$ cat src/sv/afc_pkg.sv
// Shared types and constants for the box-against-frustum culling unit.
// Depends on nothing; imported by the plane cell and the top level.
package afc_pkg;

	// Number of frustum planes, one cell each
	localparam int PLANE_COUNT = 6;
	// Width of one plane coefficient field
	localparam int COEF_W      = 16;
	// Left shift that brings d from 6 to 20 fraction bits
	localparam int D_SHIFT     = 14;
	// Width of the configuration register index
	localparam int CFG_IDX_W   = 3;
	// Width of one packed plane register
	localparam int CFG_DATA_W  = 4 * COEF_W;
	// Width of the object tag
	localparam int TAG_W       = 16;

	// One plane register: a in the low field, d in the high field
	typedef struct packed {
		logic signed [COEF_W-1:0] d;
		logic signed [COEF_W-1:0] c;
		logic signed [COEF_W-1:0] b;
		logic signed [COEF_W-1:0] a;
	} plane_t;

	// Side information that travels with a box along the chain
	typedef struct packed {
		logic [TAG_W-1:0] tag;
		logic             eol;
		logic             vis;
	} meta_t;

endpackage

$ cat src/sv/afc_cell.sv
// One plane cell: positive-vertex test of a box against a single plane.
// Two register stages (products, then sum and sign); depends on afc_pkg.
module afc_cell import afc_pkg::*; #(
	parameter int COORD_WIDTH = 16
) (
	input  logic                        clk,
	input  logic                        arst_n,
	input  plane_t                      plane,
	input  logic                        in_valid,
	output logic                        in_ready,
	input  logic [2:0][COORD_WIDTH-1:0] in_lo,
	input  logic [2:0][COORD_WIDTH-1:0] in_hi,
	input  meta_t                       in_meta,
	output logic                        out_valid,
	input  logic                        out_ready,
	output logic [2:0][COORD_WIDTH-1:0] out_lo,
	output logic [2:0][COORD_WIDTH-1:0] out_hi,
	output meta_t                       out_meta
);

	localparam int PROD_W = COORD_WIDTH + COEF_W;
	localparam int D_W    = COEF_W + D_SHIFT;
	localparam int SUM_W  = ((PROD_W > D_W) ? PROD_W : D_W) + 2;

	logic [2:0][COEF_W-1:0]        coef;
	logic signed [PROD_W-1:0]      prod     [3];
	logic signed [PROD_W-1:0]      prod_s1  [3];
	logic [2:0][COORD_WIDTH-1:0]   lo_s1, hi_s1, lo_s2, hi_s2;
	meta_t                         meta_s1, meta_s2;
	logic                          valid_s1, valid_s2;
	logic                          ready_s1;
	logic signed [SUM_W-1:0]       acc;

	assign coef = {plane.c, plane.b, plane.a};

	// Handshake: a stage takes a beat when empty or when it is draining
	assign ready_s1 = !valid_s2 || out_ready;
	assign in_ready = !valid_s1 || ready_s1;

	// Pick the corner furthest along the normal and multiply per axis
	always_comb begin
		for (int ax = 0; ax < 3; ax++) begin
			if (!coef[ax][COEF_W-1] && (coef[ax] != '0)) begin
				prod[ax] = $signed(coef[ax]) * $signed(in_hi[ax]);
			end else begin
				prod[ax] = $signed(coef[ax]) * $signed(in_lo[ax]);
			end
		end
	end

	// Add the three products and the scaled d term exactly
	always_comb begin
		acc = $signed({{(SUM_W-PROD_W){prod_s1[0][PROD_W-1]}}, prod_s1[0]})
			+ $signed({{(SUM_W-PROD_W){prod_s1[1][PROD_W-1]}}, prod_s1[1]})
			+ $signed({{(SUM_W-PROD_W){prod_s1[2][PROD_W-1]}}, prod_s1[2]})
			+ $signed({{(SUM_W-D_W){plane.d[COEF_W-1]}}, plane.d, {D_SHIFT{1'b0}}});
	end

	// Stage valid flags
	always_ff @(posedge clk or negedge arst_n) begin
		if (!arst_n) begin
			valid_s1 <= 1'b0;
			valid_s2 <= 1'b0;
		end else begin
			if (in_ready) begin
				valid_s1 <= in_valid;
			end
			if (ready_s1) begin
				valid_s2 <= valid_s1;
			end
		end
	end

	// Stage payload: hold while stalled
	always_ff @(posedge clk) begin
		if (in_ready && in_valid) begin
			prod_s1 <= prod;
			lo_s1   <= in_lo;
			hi_s1   <= in_hi;
			meta_s1 <= in_meta;
		end
		if (ready_s1 && valid_s1) begin
			lo_s2        <= lo_s1;
			hi_s2        <= hi_s1;
			meta_s2.tag  <= meta_s1.tag;
			meta_s2.eol  <= meta_s1.eol;
			// drop visibility on a negative distance; zero passes
			meta_s2.vis  <= meta_s1.vis && !acc[SUM_W-1];
		end
	end

	assign out_valid = valid_s2;
	assign out_lo    = lo_s2;
	assign out_hi    = hi_s2;
	assign out_meta  = meta_s2;

endmodule

$ cat config.mk
export PLATFORM = sky130hd
export DESIGN_NAME = afc_cell
export DESIGN_NICKNAME = d
export VERILOG_FILES = /design/src/sv/afc_pkg.sv /design/src/sv/afc_cell.sv
export SDC_FILE = /design/constraint.sdc
export NUM_CORES = 2
export LEC_CHECK = 0
export BUFFER_PORTS_ARGS = -buffer_cell sky130_fd_sc_hd__clkbuf_2
export CAP_MARGIN = 25
export CORE_ASPECT_RATIO = 1.2
export CORE_MARGIN = 8
export CORE_UTILIZATION = 30
export DETAILED_ROUTE_END_ITERATION = 7
export SLEW_MARGIN = 0
export SYNTH_ARGS = -nofsm -noshare
export SYNTH_HDL_FRONTEND = slang
export SYNTH_SLANG_ARGS = --single-unit
export TNS_END_PERCENT = 50
$ cat constraint.sdc
create_clock -name clk -period 17.85 [get_ports clk]
set_input_delay 2.6775 -clock clk [delete_from_list [all_inputs] [get_ports clk]]
set_output_delay 2.6775 -clock clk [all_outputs]
set_load 0.01 [all_outputs]
## Word level (Yosys, flattened, before mapping)

Index checks and enable logic that the tools add are counted.

| storage, ports and cells | value |
|---|---|
| register bits | 326 |
| word-level logic and storage cells | 52 |
| bits of input ports | 182 |
| output and inout bits | 116 |

| operators by class | value |
|---|---|
| multiplexer cells | 3 |
| reduce and logical (&&, ||, !) cells | 17 |
| multiply operators | 6 |
| add/subtract/negate cells | 3 |

Operator list:

| cell | number |
|---|---|
| multiplier 16 x 16 -> 32 bit | 6 |
| 2-to-1 mux 32 bit | 3 |
| nonzero test 16 bit | 3 |
| adder 33 x 32 -> 34 bit | 1 |
| adder 34 x 30 -> 34 bit | 1 |
| adder 32 x 32 -> 33 bit | 1 |
| logical AND 1 bit | 6 |
| logical NOT 1 bit | 6 |
| logical OR 1 bit | 2 |

## Logic depth before layout (Yosys ltp)

| depth | value |
|---|---|
| depth after elaboration | 5 |
| depth in mapped cells | 26 |
| depth with buffers taken out | 23 |

## Worst setup path after synthesis

Ideal clock, no wire load.

| timing path | value |
|---|---|
| kind | input to register |
| start | in plane[31] in the netlist's numbering |
| end | reg prod_s1[63] in the netlist's numbering (data pin) |
| stages on the path | 22 |
| library setup time | 0.271 ns |
| data arrival time | 8.678 ns |
| setup slack | 8.901 ns |
| path buffers | 1 |
| required time | 17.579 ns |
| cell sequence | clkbuf_1 -> nand2_1 -> inv_1 -> fa_1 -> fa_1 -> fa_1 -> fa_1 -> fa_1 -> inv_1 -> fa_1 -> inv_1 -> ha_1 -> a21o_1 -> a21o_1 -> a21oi_1 -> o21ai_0 -> a22o_1 -> a311o_1 -> a21o_1 -> a21o_1 -> a311oi_1 -> a2111oi_2 |

RTL lines:

| item | line | source |
|---|---|---|
| from (decl) | afc_cell.sv:8 | `input plane_t plane,` |
| to (signal assigned) | afc_cell.sv:77 | `prod_s1 <= prod;` |
| to (decl) | afc_cell.sv:27 | `logic signed [PROD_W-1:0] prod_s1 [3];` |

==> results.sh <==
export IMPL_status="finished, final reports clean"
export IMPL_critPathMaxStageDelay_ns=0.92
export IMPL_maxCapViolations=0
export IMPL_firstDrtPassIters=7
export IMPL_setup_violations_final=0
export IMPL_via_count=48800
export IMPL_cp_common_cell="fa_1"
export IMPL_synthesis_nets=9478
export IMPL_ys_warnings_count=0
export IMPL_grt_usage_pct=15.2
export IMPL_die_y_microns=550
export IMPL_root_buffer="clkbuf_16"
export IMPL_final_cell_mix="inv_1, fa_1, nand2_1"
export IMPL_hold_path_class="flip-flop to flip-flop"
export IMPL_r2r_start="prod_s1[26]"
export IMPL_wl_microns=189000
export IMPL_clock_latency_ns=0.72
export IMPL_cts_sinks=326
export IMPL_finalSetupTns_ns=0
export IMPL_routedWlPerCell_microns=18.1
export IMPL_dr_max_layer_used="met5"
export IMPL_ant_nets=0
export IMPL_min_from="hi_s1[14]"
export IMPL_max_slew_margin_pct=23.1
export IMPL_crit_fanout=34
export IMPL_syn_area_per_cell_sq_um=9.99
export IMPL_worstMarginPinSlew_ns=1.14
export IMPL_finalCoreUtilization_pct=32.8
export IMPL_synth_top_area_share_pct=45.5
export IMPL_initial_core_util_pct=30.1
export IMPL_fin_ws_ns=8.55
export IMPL_r2r_end="out_meta[0]"
export IMPL_synthFlopType="edfxtp_1"
export IMPL_fmax_mhz=108
export IMPL_yosysUniqueCellTypes=73
export IMPL_fin_crit_ns=9.30
export IMPL_rows=196
export IMPL_synth_cells=7139
export IMPL_min_path_cells=0
export IMPL_rsz0062_at_grt="false"
export IMPL_drt_iter0_drc=2628
export IMPL_path_cells="clkbuf_2, nand2_1, inv_1, fa_1, fa_1, fa_1, fa_1, fa_1, inv_1, fa_1, inv_1, ha_1, nand2_1, nor2_1, and4_1, nand3_1, a31oi_1, a41o_1, nor2_1, a21oi_1, nor3_1, a311o_1"
export IMPL_m1WireLength_microns=72400
export IMPL_tritoncts="yes"
export IMPL_ctsLongestPathBuffers=3
export IMPL_finalHoldViolCount=0
export IMPL_die_w_microns=461
export IMPL_setup_worst_path_start_class="input port"
export IMPL_worstPathRequired_ns=18.32
export IMPL_cp_data_arrival_time_ns=9.77
export IMPL_worstSetupPathType="input port to flip-flop"
export IMPL_whs_endpoint="out_hi[14]"
export IMPL_cts_hold_buf=0
export IMPL_post_cts_resized=0
export IMPL_synthArstFlopShare_pct=0.613
export IMPL_wl_met3_microns=11300
export IMPL_boundaryPins=298
export IMPL_dp_slack_ns=7.89
export IMPL_seq_area_frac_synth_pct=13.7
export IMPL_grt_ovfl_total=0
export IMPL_die_area_sq_um=254000
export IMPL_postCtsSetupBuffers=0
export IMPL_ys_ff_latch=326
export IMPL_grt_first_pass_wirelength_microns=304000
export IMPL_grt_max_degree=130
export IMPL_path_clk_slew_ns=0.07
export IMPL_synth_mux_area_share_pct=0.268
export IMPL_finalWeightedCongestion=0.857
export IMPL_h_tree_depth=2
export IMPL_wl_met2_microns=95000
export IMPL_numCtsBuffers=47
export IMPL_worstRegToRegCells=13
export IMPL_drive_above_1_share_pct=6.04
export IMPL_antenna_found_initial=43
export IMPL_slew_violations=0
export IMPL_synth_edf_count=324
export IMPL_portBuffers=297
export IMPL_synth_compound_area_share_pct=4.86
export IMPL_fin_nets=9582
export IMPL_area_delta_synth_final_pct=9.00
export IMPL_layout_commonest_cell="inv_1"
export IMPL_core_area_sq_um=237000
export IMPL_synth_top_family_by_area="adder cells"
export IMPL_r2r_slack_ns=13.90
export IMPL_finalCritPeriodShare_pct=52.1
export IMPL_stdcell_area_sq_um=77700
export IMPL_grt_pass1_vias=55100
export IMPL_synth_top_cell_by_area="fa_1"
export IMPL_drc=0
export IMPL_cp_end_kind="flip-flop"
export IMPL_place_area_sq_um=76000
export IMPL_synthTopCellsByArea="fa_1, edfxtp_1, ha_1"
export IMPL_netlist_area_sq_um=71300
export IMPL_yosys_area_share_simple_pct=13.3
export IMPL_synthAdderAreaFrac_pct=54.9
export IMPL_dpl_hpwl_microns=149000
export IMPL_cp_slowest_cell="fa_1"
export IMPL_yosys_area_share_xor_xnor_pct=2.50
export IMPL_fin_skew_ns=0.0325
export IMPL_vias_per_cell=4.67
-- critical path, delay by kind of cell --
kind            cells  cell delay, ns
buf+inv             4            0.91
compound gates      4            1.10
simple gates        7            1.21
fa+ha+maj           7            3.84
-- Yosys cell counts, types with 54 or more instances --
cell and n:
a21o_1 83, a21oi_1 165, and2_1 743, clkbuf_1 265, edfxtp_1 324, fa_1 1622, ha_1 535, inv_1 1725
nand2_1 815, nand2b_1 54, nor2_1 148, o21ai_0 97, xnor2_1 140, xor2_1 64
-- per-stage QoR --
stage / hold slack [ns] / std cells
after global placement: 0.401 / 10400
after CTS: 0.409 / 10400
after detailed placement: 0.405 / 10400
after floorplan: 0.400 / 7139
final: 0.408 / 10500
after global routing: 0.411 / 10500
-- worst max-delay path by stage --
| stage | startpoint | to | slack (ns) | depth (start not counted) |
|---|---|---|---|---|
| after global routing | plane[15] | prod_s1[95] | 8.22 | 22 |
| after CTS | plane[15] | prod_s1[95] | 8.69 | 22 |
| final | plane[15] | prod_s1[95] | 8.55 | 22 |
| after global placement | plane[31] | prod_s1[63] | 7.92 | 22 |
| after detailed placement | plane[15] | prod_s1[95] | 7.89 | 22 |
| after floorplan | plane[31] | prod_s1[63] | 8.90 | 22 |
-- final cells by class --
cell class / instances / area [sq um]
clock buffer: 51 / 1200
inverter: 1725 / 6470
fill: 24300 / 159000
antenna: 20 / 50.0
timing repair buffer: 322 / 1690
multi-input combinational: 4821 / 54100
sequential: 326 / 9780
clock inverter: 36 / 459
tap: 3168 / 3960
-- per-layer routing --
metal,global-route usage [%],vias to the layer above
li1,-,21500
met1,18.0,25600
met2,26.6,1301
met3,2.79,419
met4,7.45,24
met5,0,-
-- flip-flops by register name, summed over array words and instances (netlist names) --
name / flops
meta_s1: 18
out_meta: 18
valid_s1: 1
lo_s1: 48
out_valid: 1
out_lo: 48
prod_s1: 96
out_hi: 48
hi_s1: 48
-- kinds of logic after synthesis --
logic type,Yosys count
DFF,326
adders and majority gates,2157
AOI/OAI and AO/OA,539
muxes,18
xor gates and xnor gates,204
buffers and inverters,1992
and+or+nand+nor,1903
Power is not shown: default switching activity piles up to over one toggle a cycle in this logic, so the estimate is an artifact.
